$ cat config.mk
export PLATFORM = sky130hd
export DESIGN_NAME = smooth_size_search
export DESIGN_NICKNAME = d
export VERILOG_FILES = /design/src/rtl/sss_pkg.sv /design/src/rtl/sss_div.sv /design/src/rtl/smooth_size_search.sv
export SDC_FILE = /design/constraint.sdc
export NUM_CORES = 2
export LEC_CHECK = 0
export BUFFER_PORTS_ARGS = -buffer_cell sky130_fd_sc_hd__buf_4
export CORE_MARGIN = 2
export CORE_UTILIZATION = 43
export DETAILED_ROUTE_END_ITERATION = 10
export GPL_TIMING_DRIVEN = 0
export PLACE_DENSITY_LB_ADDON = 0.25
export SYNTH_ARGS = -nofsm -noshare
export SYNTH_HDL_FRONTEND = slang
export SYNTH_SLANG_ARGS = --single-unit
$ cat constraint.sdc
create_clock -name clk -period 31.6 [get_ports clk]
set_clock_uncertainty 0.2 [all_clocks]
set_input_delay 9.48 -clock clk [delete_from_list [all_inputs] [get_ports clk]]
set_output_delay 9.48 -clock clk [all_outputs]
set_load 0.05 [all_outputs]
$ cat src/rtl/sss_pkg.sv
// Shared types, constants and helpers for the smooth size search block.
// No dependencies; used by sss_div and smooth_size_search.
`timescale 1ns / 1ps

package sss_pkg;

	localparam int SIZE_WIDTH_DEF    = 32;
	localparam int PRIME_REG_WIDTH   = 16;
	localparam logic [15:0] MAX_PRIME_RESET = 16'd7;

	// Below this max prime the search builds products of small primes.
	localparam int SMALL_PRIME_LIMIT = 32;
	localparam int SMALL_PRIME_COUNT = 11;
	localparam int PRIME_WIDTH       = 5;
	localparam int LEVEL_WIDTH       = 4;

	// Trial divisor width (one above the max prime, so p + 1 fits).
	localparam int DIVISOR_WIDTH     = PRIME_REG_WIDTH + 1;

	localparam logic [1:0] PAR_ANY     = 2'd0;
	localparam logic [1:0] PAR_ODD     = 2'd1;
	localparam logic [1:0] PAR_EVEN    = 2'd2;
	localparam logic [1:0] PAR_ANY_ALT = 2'd3;

	localparam logic [PRIME_WIDTH-1:0] SMALL_PRIMES [SMALL_PRIME_COUNT] = '{
		5'd2, 5'd3, 5'd5, 5'd7, 5'd11, 5'd13, 5'd17, 5'd19, 5'd23, 5'd29, 5'd31
	};

	typedef enum logic [2:0] {
		ST_IDLE,
		ST_PS_NODE,
		ST_PS_POP,
		ST_PS_CONT,
		ST_SC_TEST,
		ST_SC_DIV,
		ST_SC_NEXT,
		ST_FLUSH
	} state_t;

	function automatic logic [PRIME_WIDTH-1:0] small_prime(input logic [LEVEL_WIDTH-1:0] idx);
		logic [PRIME_WIDTH-1:0] p;
		p = '0;
		if (32'(idx) < SMALL_PRIME_COUNT) begin
			p = SMALL_PRIMES[idx];
		end
		return p;
	endfunction

	// Number of small primes no larger than mp.
	function automatic logic [LEVEL_WIDTH-1:0] primes_upto(input logic [15:0] mp);
		logic [LEVEL_WIDTH-1:0] n;
		n = '0;
		for (int i = 0; i < SMALL_PRIME_COUNT; i++) begin
			if (16'(SMALL_PRIMES[i]) <= mp) begin
				n = n + 1'b1;
			end
		end
		return n;
	endfunction

endpackage

$ cat src/rtl/sss_div.sv
// Restoring divider, one quotient bit per cycle, shared by the trial division.
// Depends on sss_pkg for the divisor width.
`timescale 1ns / 1ps

module sss_div #(
	parameter int SIZE_WIDTH = sss_pkg::SIZE_WIDTH_DEF
) (
	input  logic                                 clk,
	input  logic                                 arst_n,
	input  logic                                 start,
	input  logic [SIZE_WIDTH-1:0]                dividend,
	input  logic [sss_pkg::PRIME_REG_WIDTH-1:0]  divisor,
	output logic                                 done,
	output logic [SIZE_WIDTH-1:0]                quotient,
	output logic [sss_pkg::PRIME_REG_WIDTH-1:0]  remainder
);

	localparam int RW   = sss_pkg::PRIME_REG_WIDTH;
	localparam int CNTW = $clog2(SIZE_WIDTH + 1);

	logic            busy_q;
	logic            done_q;
	logic [CNTW-1:0] count_q;
	logic [SIZE_WIDTH-1:0] work_q;
	logic [RW-1:0]   rem_q;
	logic [RW-1:0]   den_q;

	logic [RW:0]     trial;
	logic            fits;
	logic [RW:0]     diff;

	assign trial = {rem_q, work_q[SIZE_WIDTH-1]};
	assign fits  = trial >= {1'b0, den_q};
	assign diff  = trial - {1'b0, den_q};

	always_ff @(posedge clk or negedge arst_n) begin
		if (!arst_n) begin
			busy_q  <= 1'b0;
			done_q  <= 1'b0;
			count_q <= '0;
		end else begin
			done_q <= busy_q && (count_q == CNTW'(1));
			if (start) begin
				busy_q  <= 1'b1;
				count_q <= CNTW'(SIZE_WIDTH);
			end else if (busy_q) begin
				count_q <= count_q - 1'b1;
				if (count_q == CNTW'(1)) begin
					busy_q <= 1'b0;
				end
			end
		end
	end

	always_ff @(posedge clk) begin
		if (start) begin
			work_q <= dividend;
			rem_q  <= '0;
			den_q  <= divisor;
		end else if (busy_q) begin
			rem_q  <= fits ? diff[RW-1:0] : trial[RW-1:0];
			work_q <= {work_q[SIZE_WIDTH-2:0], fits};
		end
	end

	assign done      = done_q;
	assign quotient  = work_q;
	assign remainder = rem_q;

endmodule

$ cat src/rtl/smooth_size_search.sv
// Smooth size search: smallest size >= start, of the asked parity, whose prime factors are <= max_prime.
// A start of 2 or less is passed straight through; otherwise, below a max prime of 32,
// a depth-first product search builds the size from small primes, else a scan tests
// candidates by trial division. One item at a time; the divider sets the scan pace.
// Asynchronous active-low reset: idle, no result held, max_prime back to 7. Uses sss_pkg, sss_div.
`timescale 1ns / 1ps

module smooth_size_search #(
	parameter int SIZE_WIDTH = sss_pkg::SIZE_WIDTH_DEF
) (
	input  logic        clk,
	input  logic        arst_n,
	input  logic        req_valid,
	output logic        req_ready,
	input  logic [31:0] start_size,
	input  logic [1:0]  parity_mode,
	output logic        rsp_valid,
	input  logic        rsp_ready,
	output logic [31:0] smooth_size,
	output logic        not_found,
	input  logic        cfg_wr_en,
	input  logic [15:0] cfg_wr_data
);

	localparam int SW    = SIZE_WIDTH;
	localparam int PW    = sss_pkg::PRIME_WIDTH;
	localparam int LW    = sss_pkg::LEVEL_WIDTH;
	localparam int RW    = sss_pkg::PRIME_REG_WIDTH;
	localparam int DW    = sss_pkg::DIVISOR_WIDTH;
	localparam int PRODW = SW + PW;
	localparam int SQW   = 2 * DW;
	localparam int CMPW  = (SW > SQW) ? SW : SQW;
	localparam int DEPTH = sss_pkg::SMALL_PRIME_COUNT;

	sss_pkg::state_t state_q, state_d;

	// Configuration
	logic [RW-1:0] max_prime_q;

	// Item context and result
	logic [1:0]    mode_q;
	logic [SW-1:0] res_q;
	logic          nf_q;

	// Output register
	logic          out_valid_q;
	logic [31:0]   out_size_q;
	logic          out_nf_q;

	// Product search: depth-first walk over products of the selected primes.
	// The stack holds one pending product per level; level equals prime index, less one in odd mode.
	logic [LW-1:0] j_q;
	logic [LW-1:0] cnt_q;
	logic          off_q;
	logic [SW-1:0] cur_q;
	logic [SW-1:0] goal_q;
	logic [SW-1:0] bound_q;
	logic [SW-1:0] best_q;
	logic          have_best_q;
	logic [SW-1:0] stk_q [DEPTH];

	// Candidate scan by trial division
	logic [SW-1:0]  c_q;
	logic [SW-1:0]  v_q;
	logic [DW-1:0]  d_q;
	logic [SQW-1:0] dsq_q;   // always d_q squared, kept incrementally
	logic           step_q;  // 1: step of two (parity asked)

	// Input decode
	logic          accept;
	logic [SW+31:0] n_ext;
	logic [SW-1:0] n_in;
	logic [SW-1:0] limit;
	logic [1:0]    mode_in;
	logic          small_in;
	logic          ps_sel;
	logic [LW-1:0] pcount;
	logic          off_in;
	logic [LW-1:0] cnt_in;
	logic          mismatch;
	logic          n_is_max;

	// Product search decode
	logic            cur_ge_goal;
	logic            cur_better;
	logic            j_end;
	logic [PW-1:0]   prime_cur;
	logic [PRODW-1:0] prod;
	logic            prod_over;
	logic            prod_ge_best;
	logic [LW-1:0]   rd_idx;
	logic [SW-1:0]   stk_rd;
	logic [SW-1:0]   ps_res;

	// Scan decode
	logic          d_ok;
	logic          sq_ok;
	logic          v_smooth;
	logic [SW:0]   c_next;
	logic          c_wrap;

	// Divider
	logic          div_start;
	logic [SW-1:0] div_dividend;
	logic          div_done;
	logic [SW-1:0] div_quo;
	logic [RW-1:0] div_rem;
	logic          div_exact;

	logic [SW+31:0] res_ext;

	// ---------------------------------------------------------------
	// Input decode: start is taken to SIZE_WIDTH bits, code 3 means any parity.
	assign accept   = req_valid && req_ready;
	assign n_ext    = {{SW{1'b0}}, start_size};
	assign n_in     = n_ext[SW-1:0];
	assign limit    = '1;
	assign mode_in  = (parity_mode == sss_pkg::PAR_ANY_ALT) ? sss_pkg::PAR_ANY : parity_mode;
	assign small_in = n_in <= SW'(2);
	assign ps_sel   = max_prime_q < RW'(sss_pkg::SMALL_PRIME_LIMIT);
	assign pcount   = sss_pkg::primes_upto(max_prime_q);
	// Odd results leave out the prime two, which is always first in the table.
	assign off_in   = mode_in == sss_pkg::PAR_ODD;
	assign cnt_in   = pcount - LW'(off_in && (pcount != '0));
	assign mismatch = ((mode_in == sss_pkg::PAR_ODD) && !n_in[0]) ||
	                  ((mode_in == sss_pkg::PAR_EVEN) && n_in[0]);
	assign n_is_max = n_in == limit;

	// ---------------------------------------------------------------
	// Product search. In even mode it looks for half the size and doubles at
	// the end, with goal ceil(n/2) and bound limit/2.
	assign cur_ge_goal  = cur_q >= goal_q;
	assign cur_better   = !have_best_q || (cur_q < best_q);
	assign j_end        = j_q >= cnt_q;
	assign prime_cur    = sss_pkg::small_prime(j_q + LW'(off_q));
	assign prod         = PRODW'(cur_q) * PRODW'(prime_cur);
	assign prod_over    = prod > PRODW'(bound_q);
	assign prod_ge_best = have_best_q && (prod >= PRODW'(best_q));
	assign rd_idx       = (j_q == '0) ? '0 : j_q - 1'b1;
	assign stk_rd       = stk_q[rd_idx];
	assign ps_res       = (mode_q == sss_pkg::PAR_EVEN) ? {best_q[SW-2:0], 1'b0} : best_q;

	// ---------------------------------------------------------------
	// Trial division of one candidate: divide out d while it divides, then
	// d + 1, until d passes max_prime or d squared passes what is left.
	assign d_ok     = d_q <= DW'(max_prime_q);
	assign sq_ok    = CMPW'(dsq_q) <= CMPW'(v_q);
	assign v_smooth = (v_q == SW'(1)) || (CMPW'(v_q) <= CMPW'(max_prime_q));
	assign c_next   = {1'b0, c_q} + (SW + 1)'({step_q, !step_q});
	assign c_wrap   = c_next[SW];

	assign div_exact    = div_rem == '0;
	// Back-to-back divisions by the same d take the fresh quotient directly.
	assign div_dividend = (state_q == sss_pkg::ST_SC_DIV) ? div_quo : v_q;

	sss_div #(
		.SIZE_WIDTH(SIZE_WIDTH)
	) u_div (
		.clk       (clk),
		.arst_n    (arst_n),
		.start     (div_start),
		.dividend  (div_dividend),
		.divisor   (d_q[RW-1:0]),
		.done      (div_done),
		.quotient  (div_quo),
		.remainder (div_rem)
	);

	// ---------------------------------------------------------------
	// Sequencer
	always_ff @(posedge clk or negedge arst_n) begin
		if (!arst_n) begin
			state_q <= sss_pkg::ST_IDLE;
		end else begin
			state_q <= state_d;
		end
	end

	always_comb begin
		state_d   = state_q;
		req_ready = 1'b0;
		div_start = 1'b0;
		case (state_q)
			sss_pkg::ST_IDLE: begin
				req_ready = 1'b1;
				if (accept) begin
					if (small_in) begin
						state_d = sss_pkg::ST_FLUSH;
					end else if (ps_sel) begin
						state_d = sss_pkg::ST_PS_NODE;
					end else if (mismatch && n_is_max) begin
						state_d = sss_pkg::ST_FLUSH;
					end else begin
						state_d = sss_pkg::ST_SC_TEST;
					end
				end
			end
			sss_pkg::ST_PS_NODE: begin
				if (cur_ge_goal || j_end) begin
					state_d = sss_pkg::ST_PS_POP;
				end
			end
			sss_pkg::ST_PS_POP: begin
				if (j_q == '0) begin
					state_d = sss_pkg::ST_FLUSH;
				end else begin
					state_d = sss_pkg::ST_PS_CONT;
				end
			end
			sss_pkg::ST_PS_CONT: begin
				if (prod_over || prod_ge_best) begin
					state_d = sss_pkg::ST_PS_POP;
				end else begin
					state_d = sss_pkg::ST_PS_NODE;
				end
			end
			sss_pkg::ST_SC_TEST: begin
				if (d_ok && sq_ok) begin
					div_start = 1'b1;
					state_d   = sss_pkg::ST_SC_DIV;
				end else if (v_smooth) begin
					state_d = sss_pkg::ST_FLUSH;
				end else begin
					state_d = sss_pkg::ST_SC_NEXT;
				end
			end
			sss_pkg::ST_SC_DIV: begin
				if (div_done) begin
					if (div_exact) begin
						div_start = 1'b1;
					end else begin
						state_d = sss_pkg::ST_SC_TEST;
					end
				end
			end
			sss_pkg::ST_SC_NEXT: begin
				if (c_wrap) begin
					state_d = sss_pkg::ST_FLUSH;
				end else begin
					state_d = sss_pkg::ST_SC_TEST;
				end
			end
			sss_pkg::ST_FLUSH: begin
				if (!out_valid_q || rsp_ready) begin
					state_d = sss_pkg::ST_IDLE;
				end
			end
			default: begin
				state_d = sss_pkg::ST_IDLE;
			end
		endcase
	end

	// ---------------------------------------------------------------
	// Control registers
	always_ff @(posedge clk or negedge arst_n) begin
		if (!arst_n) begin
			max_prime_q <= sss_pkg::MAX_PRIME_RESET;
			have_best_q <= 1'b0;
			out_valid_q <= 1'b0;
		end else begin
			if (cfg_wr_en) begin
				max_prime_q <= cfg_wr_data;
			end
			if (accept) begin
				have_best_q <= 1'b0;
			end else if (state_q == sss_pkg::ST_PS_NODE && cur_ge_goal && cur_better) begin
				have_best_q <= 1'b1;
			end
			if (state_q == sss_pkg::ST_FLUSH && (!out_valid_q || rsp_ready)) begin
				out_valid_q <= 1'b1;
			end else if (rsp_ready) begin
				out_valid_q <= 1'b0;
			end
		end
	end

	// ---------------------------------------------------------------
	// Datapath registers
	always_ff @(posedge clk) begin
		case (state_q)
			sss_pkg::ST_IDLE: begin
				if (accept) begin
					mode_q  <= mode_in;
					res_q   <= n_in;
					nf_q    <= !small_in && !ps_sel && mismatch && n_is_max;
					j_q     <= '0;
					cnt_q   <= cnt_in;
					off_q   <= off_in;
					cur_q   <= SW'(1);
					if (mode_in == sss_pkg::PAR_EVEN) begin
						goal_q  <= (n_in >> 1) + SW'(n_in[0]);
						bound_q <= limit >> 1;
					end else begin
						goal_q  <= n_in;
						bound_q <= limit;
					end
					c_q    <= n_in + SW'(mismatch);
					v_q    <= n_in + SW'(mismatch);
					d_q    <= DW'(2);
					dsq_q  <= SQW'(4);
					step_q <= mode_in != sss_pkg::PAR_ANY;
				end
			end
			sss_pkg::ST_PS_NODE: begin
				if (cur_ge_goal) begin
					if (cur_better) begin
						best_q <= cur_q;
					end
				end else if (!j_end) begin
					stk_q[j_q] <= cur_q;
					j_q        <= j_q + 1'b1;
				end
			end
			sss_pkg::ST_PS_POP: begin
				if (j_q == '0) begin
					if (have_best_q) begin
						res_q <= ps_res;
					end else begin
						nf_q <= 1'b1;
					end
				end else begin
					j_q   <= j_q - 1'b1;
					cur_q <= stk_rd;
				end
			end
			sss_pkg::ST_PS_CONT: begin
				if (!(prod_over || prod_ge_best)) begin
					cur_q <= prod[SW-1:0];
				end
			end
			sss_pkg::ST_SC_TEST: begin
				if (!(d_ok && sq_ok) && v_smooth) begin
					res_q <= c_q;
				end
			end
			sss_pkg::ST_SC_DIV: begin
				if (div_done) begin
					if (div_exact) begin
						v_q <= div_quo;
					end else begin
						d_q   <= d_q + 1'b1;
						dsq_q <= dsq_q + SQW'({d_q, 1'b1});
					end
				end
			end
			sss_pkg::ST_SC_NEXT: begin
				if (c_wrap) begin
					nf_q <= 1'b1;
				end else begin
					c_q   <= c_next[SW-1:0];
					v_q   <= c_next[SW-1:0];
					d_q   <= DW'(2);
					dsq_q <= SQW'(4);
				end
			end
			sss_pkg::ST_FLUSH: begin
			end
			default: begin
			end
		endcase
	end

	// Output register: the result field is 32 bits whatever SIZE_WIDTH is.
	assign res_ext = {32'b0, res_q};

	always_ff @(posedge clk) begin
		if (state_q == sss_pkg::ST_FLUSH && (!out_valid_q || rsp_ready)) begin
			out_size_q <= res_ext[31:0];
			out_nf_q   <= nf_q;
		end
	end

	assign rsp_valid   = out_valid_q;
	assign smooth_size = out_size_q;
	assign not_found   = out_nf_q;

	// ---------------------------------------------------------------
	// Checks
	a_small_start: assert property (@(posedge clk) disable iff (!arst_n)
		accept && small_in |=> state_q == sss_pkg::ST_FLUSH && res_q == $past(n_in) && !nf_q)
		else $error("small start not passed straight through");

	a_best_meets_goal: assert property (@(posedge clk) disable iff (!arst_n)
		have_best_q |-> best_q >= goal_q)
		else $error("best product below goal");

	a_square_tracks: assert property (@(posedge clk) disable iff (!arst_n)
		(state_q == sss_pkg::ST_SC_TEST || state_q == sss_pkg::ST_SC_DIV)
		|-> dsq_q == SQW'(d_q) * SQW'(d_q))
		else $error("divisor square out of step with divisor");

	a_div_owner: assert property (@(posedge clk) disable iff (!arst_n)
		div_done |-> state_q == sss_pkg::ST_SC_DIV)
		else $error("divider finished outside trial division");

	a_level_range: assert property (@(posedge clk) disable iff (!arst_n)
		state_q == sss_pkg::ST_PS_NODE |-> j_q <= cnt_q)
		else $error("search level beyond selected primes");

endmodule

==> results.sh <==
export IMPL_slew_headroom_pct=2.26
export IMPL_syn_avg_cell_area_um2=10.4
export IMPL_min_path_type="flip-flop to flip-flop"
export IMPL_nNetsFinal=4818
export IMPL_grt_max_degree=37
export IMPL_vias=33600
export IMPL_status="finished, final reports clean"
export IMPL_die_w_um=324
export IMPL_slowest_delay_ns=0.43
export IMPL_dp_hpwl_mm=97.9
export IMPL_grtUsageMet2_pct=41.0
export IMPL_ys_ff_latch=734
export IMPL_clk_pin_slew_ns=0.06
export IMPL_gp_congestion=0.926
export IMPL_insertedDiodeCount=0
export IMPL_use_met3_pct=3.55
export IMPL_grt_pass1_vias=33100
export IMPL_fin_crit_ns=12.77
export IMPL_seqCellArea_um2=21700
export IMPL_overflow=0
export IMPL_grtUsageTotal_pct=25.2
export IMPL_tightest_slew_ns=1.45
export IMPL_rows=117
export IMPL_ys_flop_type="edfxtp_1"
export IMPL_setup_tns_ns=0
export IMPL_worstPathMaxFanout=7
export IMPL_grt_pass1_wl_mm=201
export IMPL_synth_area_um2=44000
export IMPL_hold_buffers=0
export IMPL_routedWlPerCell_um=22.6
export IMPL_dr_pass1_iters=6
export IMPL_cts_setup_buffers=0
export IMPL_cts_root_buffer="clkbuf_16"
export IMPL_synth_nets=4646
export IMPL_syn_inst=4220
export IMPL_start_util_pct=43.3
export IMPL_cp_slowest_cell="nor2_1"
export IMPL_rsz0062_at_grt="no"
export IMPL_layout_cells_non_filler=5826
export IMPL_clockBufferDepth=3
export IMPL_fp_coreArea_um2=102000
export IMPL_gr_max_usage_layer="met2"
export IMPL_start_kind="primary input"
export IMPL_synth_distinct_cells=100
export IMPL_ant_nets=0
export IMPL_critical_path_arrival_ns=13.00
export IMPL_route_detailed_drc=0
export IMPL_finalSetupViolCount=0
export IMPL_nFillCells=9456
export IMPL_worstHoldPathCells=0
export IMPL_die_h_um=324
export IMPL_cts_buffers=82
export IMPL_cpMostUsedCell="nand2_1"
export IMPL_synth_edf_count=689
export IMPL_fin_crit_sh_pct=40.4
export IMPL_cts_sinks=734
export IMPL_worst_setup_path_type="primary input to flip-flop"
export IMPL_drtIter0Drc=3515
export IMPL_multi_input_area_um2=20300
export IMPL_cp_cell_sequence="buf_4, inv_1, ha_1, clkbuf_1, nand2_1, inv_1, nand2_1, or3_1, clkbuf_1, nor2_1, nand2_1, or2_2, nor2_1, xnor2_1, nor3_1, a211o_1"
export IMPL_drv_cap=0
export IMPL_drive_above_1_share_pct=7.31
export IMPL_htreeDepth=3
export IMPL_via_per_inst=5.77
export IMPL_io_pins=90
export IMPL_reg2reg_depth=34
export IMPL_clock_fmax_mhz=78.3
export IMPL_grt_antenna_before_repair=0
export IMPL_cts_tree="done"
export IMPL_wl_mm=132
export IMPL_end_kind="flip-flop"
export IMPL_ctsResizeCount=0
export IMPL_dieArea_um2=105000
export IMPL_port_buffers=67
export IMPL_insertion_delay_ns=0.68
export IMPL_final_max_slew_viol_count=0
export IMPL_required_ns=31.83
export IMPL_place_inst=5676
export IMPL_syn_to_final_growth_pct=12.1
export IMPL_ys_seq_area_share_pct=49.4
export IMPL_finalHoldViolCount=0
export IMPL_synth_warnings=0
export IMPL_async_reset_ff_share_pct=3.95
export IMPL_met1_usage_pct=34.7
[sequential cells by signal, summed over array words and instances (netlist names), 32 cells and up]
| name | cells |
|---|---|
| best_q | 32 |
| c_q | 32 |
| cur_q | 32 |
| dsq_q | 34 |
| goal_q | 32 |
| res_q | 32 |
| smooth_size | 32 |
| stk_q | 352 |
| u_div.quotient | 32 |
| v_q | 32 |
[cells by family after synthesis]
group           after synthesis  share of synthesized area, %
buf+inv                     530                          4.58
xor+xnor                    172                          3.63
mux                          83                          2.15
simple gates               1434                          15.4
flops                       734                          49.4
compound gates              896                          12.6
fa+ha+maj                   371                          12.1
[worst paths after layout]
kind	slack, ns	start	to
setup / recovery	18.83	parity_mode[0]	v_q[27]
hold / removal	0.22	res_q[0]	smooth_size[0]
setup reg to reg	20.20	j_q[0]	cur_q[26]
hold reg to reg	0.22	res_q[0]	smooth_size[0]
max in group asynchronous	22.35	arst_n	max_prime_q[2]
min in group asynchronous	8.53	arst_n	max_prime_q[11]
[cell usage in the layout, fill, tap and decap left out, drive strengths merged, types with 13 or more instances in the layout]
master / n
dfxtp: 16
or2: 13
o221ai: 21
nand2: 578
and2: 90
clkinv: 35
o211ai: 48
a31oi: 48
o21ai: 205
ha: 278
inv: 327
a21oi: 319
or3: 22
nor4: 30
nor2: 229
nand2b: 28
a21o: 69
o21a: 14
nand4: 57
nand3: 175
buf: 116
a211oi: 39
a22oi: 32
mux2i: 44
fa: 93
edfxtp: 689
dfrtp: 26
mux2: 36
nor2b: 64
and3: 63
xor2: 76
nor3: 61
clkbuf: 280
xnor2: 96
[synth_stat cells (all sizes together), types with 5 or more instances]
cell type	n	area share [%]
nand4	57	0.83
and4	11	0.22
nor3	61	0.76
a21boi	5	0.10
inv	322	2.7
dfxtp	16	0.73
nor4	30	0.44
or3	22	0.31
or2	13	0.18
fa	93	4.2
xor2	76	1.5
nand3	175	2.0
ha	278	7.9
nor2b	64	0.93
mux2i	44	1.1
o31a	5	0.10
and3	63	0.91
o2111ai	5	0.10
o221ai	21	0.42
dfrtp	26	1.5
a221oi	10	0.20
a21oi	319	3.7
buf	28	0.30
nor2	229	2.0
a22o	6	0.12
o21a	14	0.24
mux2	36	0.94
o211ai	48	0.82
o21ai	205	2.4
a211o	6	0.12
a21o	69	1.2
a22oi	32	0.55
and2	90	1.3
xnor2	96	2.1
clkbuf	180	1.5
a211oi	39	0.67
o22ai	12	0.17
edfxtp	689	47
nand2b	28	0.40
a31oi	48	0.70
o21bai	12	0.20
nand2	578	4.9
[layer usage]
layer  up-vias  share of wire [%]
li1      15500                  -
met1     16600                 43
met2      1307                 47
met3       245                7.0
met4         0                3.4
met5         -                  0
[critical path, delay by kind of cell]
kind | cells | cell delay, ns
AO/OA/AOI/OAI | 1 | 0.26
AND/OR/NAND/NOR | 8 | 1.82
buffers and inverters | 5 | 0.96
XOR/XNOR | 1 | 0.30
adder cells (fa/ha/maj) | 1 | 0.16
[cell type report]
class,count,share of cell area (%)
sequential,734,44.1
multi-input combinational,2956,41.3
clock buffer,100,4.38
tap,1368,3.47
inverter,322,2.45
timing repair buffer,88,1.78
buffer,208,1.63
clock inverter,50,0.904
[through the flow]
stage | area (um^2) | util [%] | worst slack (ns) | hold slack (ns)
after floorplan | 44000 | - | 18.97 | 0.200
after global placement | 46200 | 45.5 | 17.73 | 0.203
after detailed placement | 46700 | 45.9 | 18.23 | 0.205
after CTS | 49300 | 48.5 | 18.95 | 0.211
after global routing | 49300 | 48.5 | 18.67 | 0.217
final | 49300 | 48.5 | 18.83 | 0.216
Power is not shown: default switching activity piles up to over one toggle a cycle in this logic, so the estimate is an artifact.
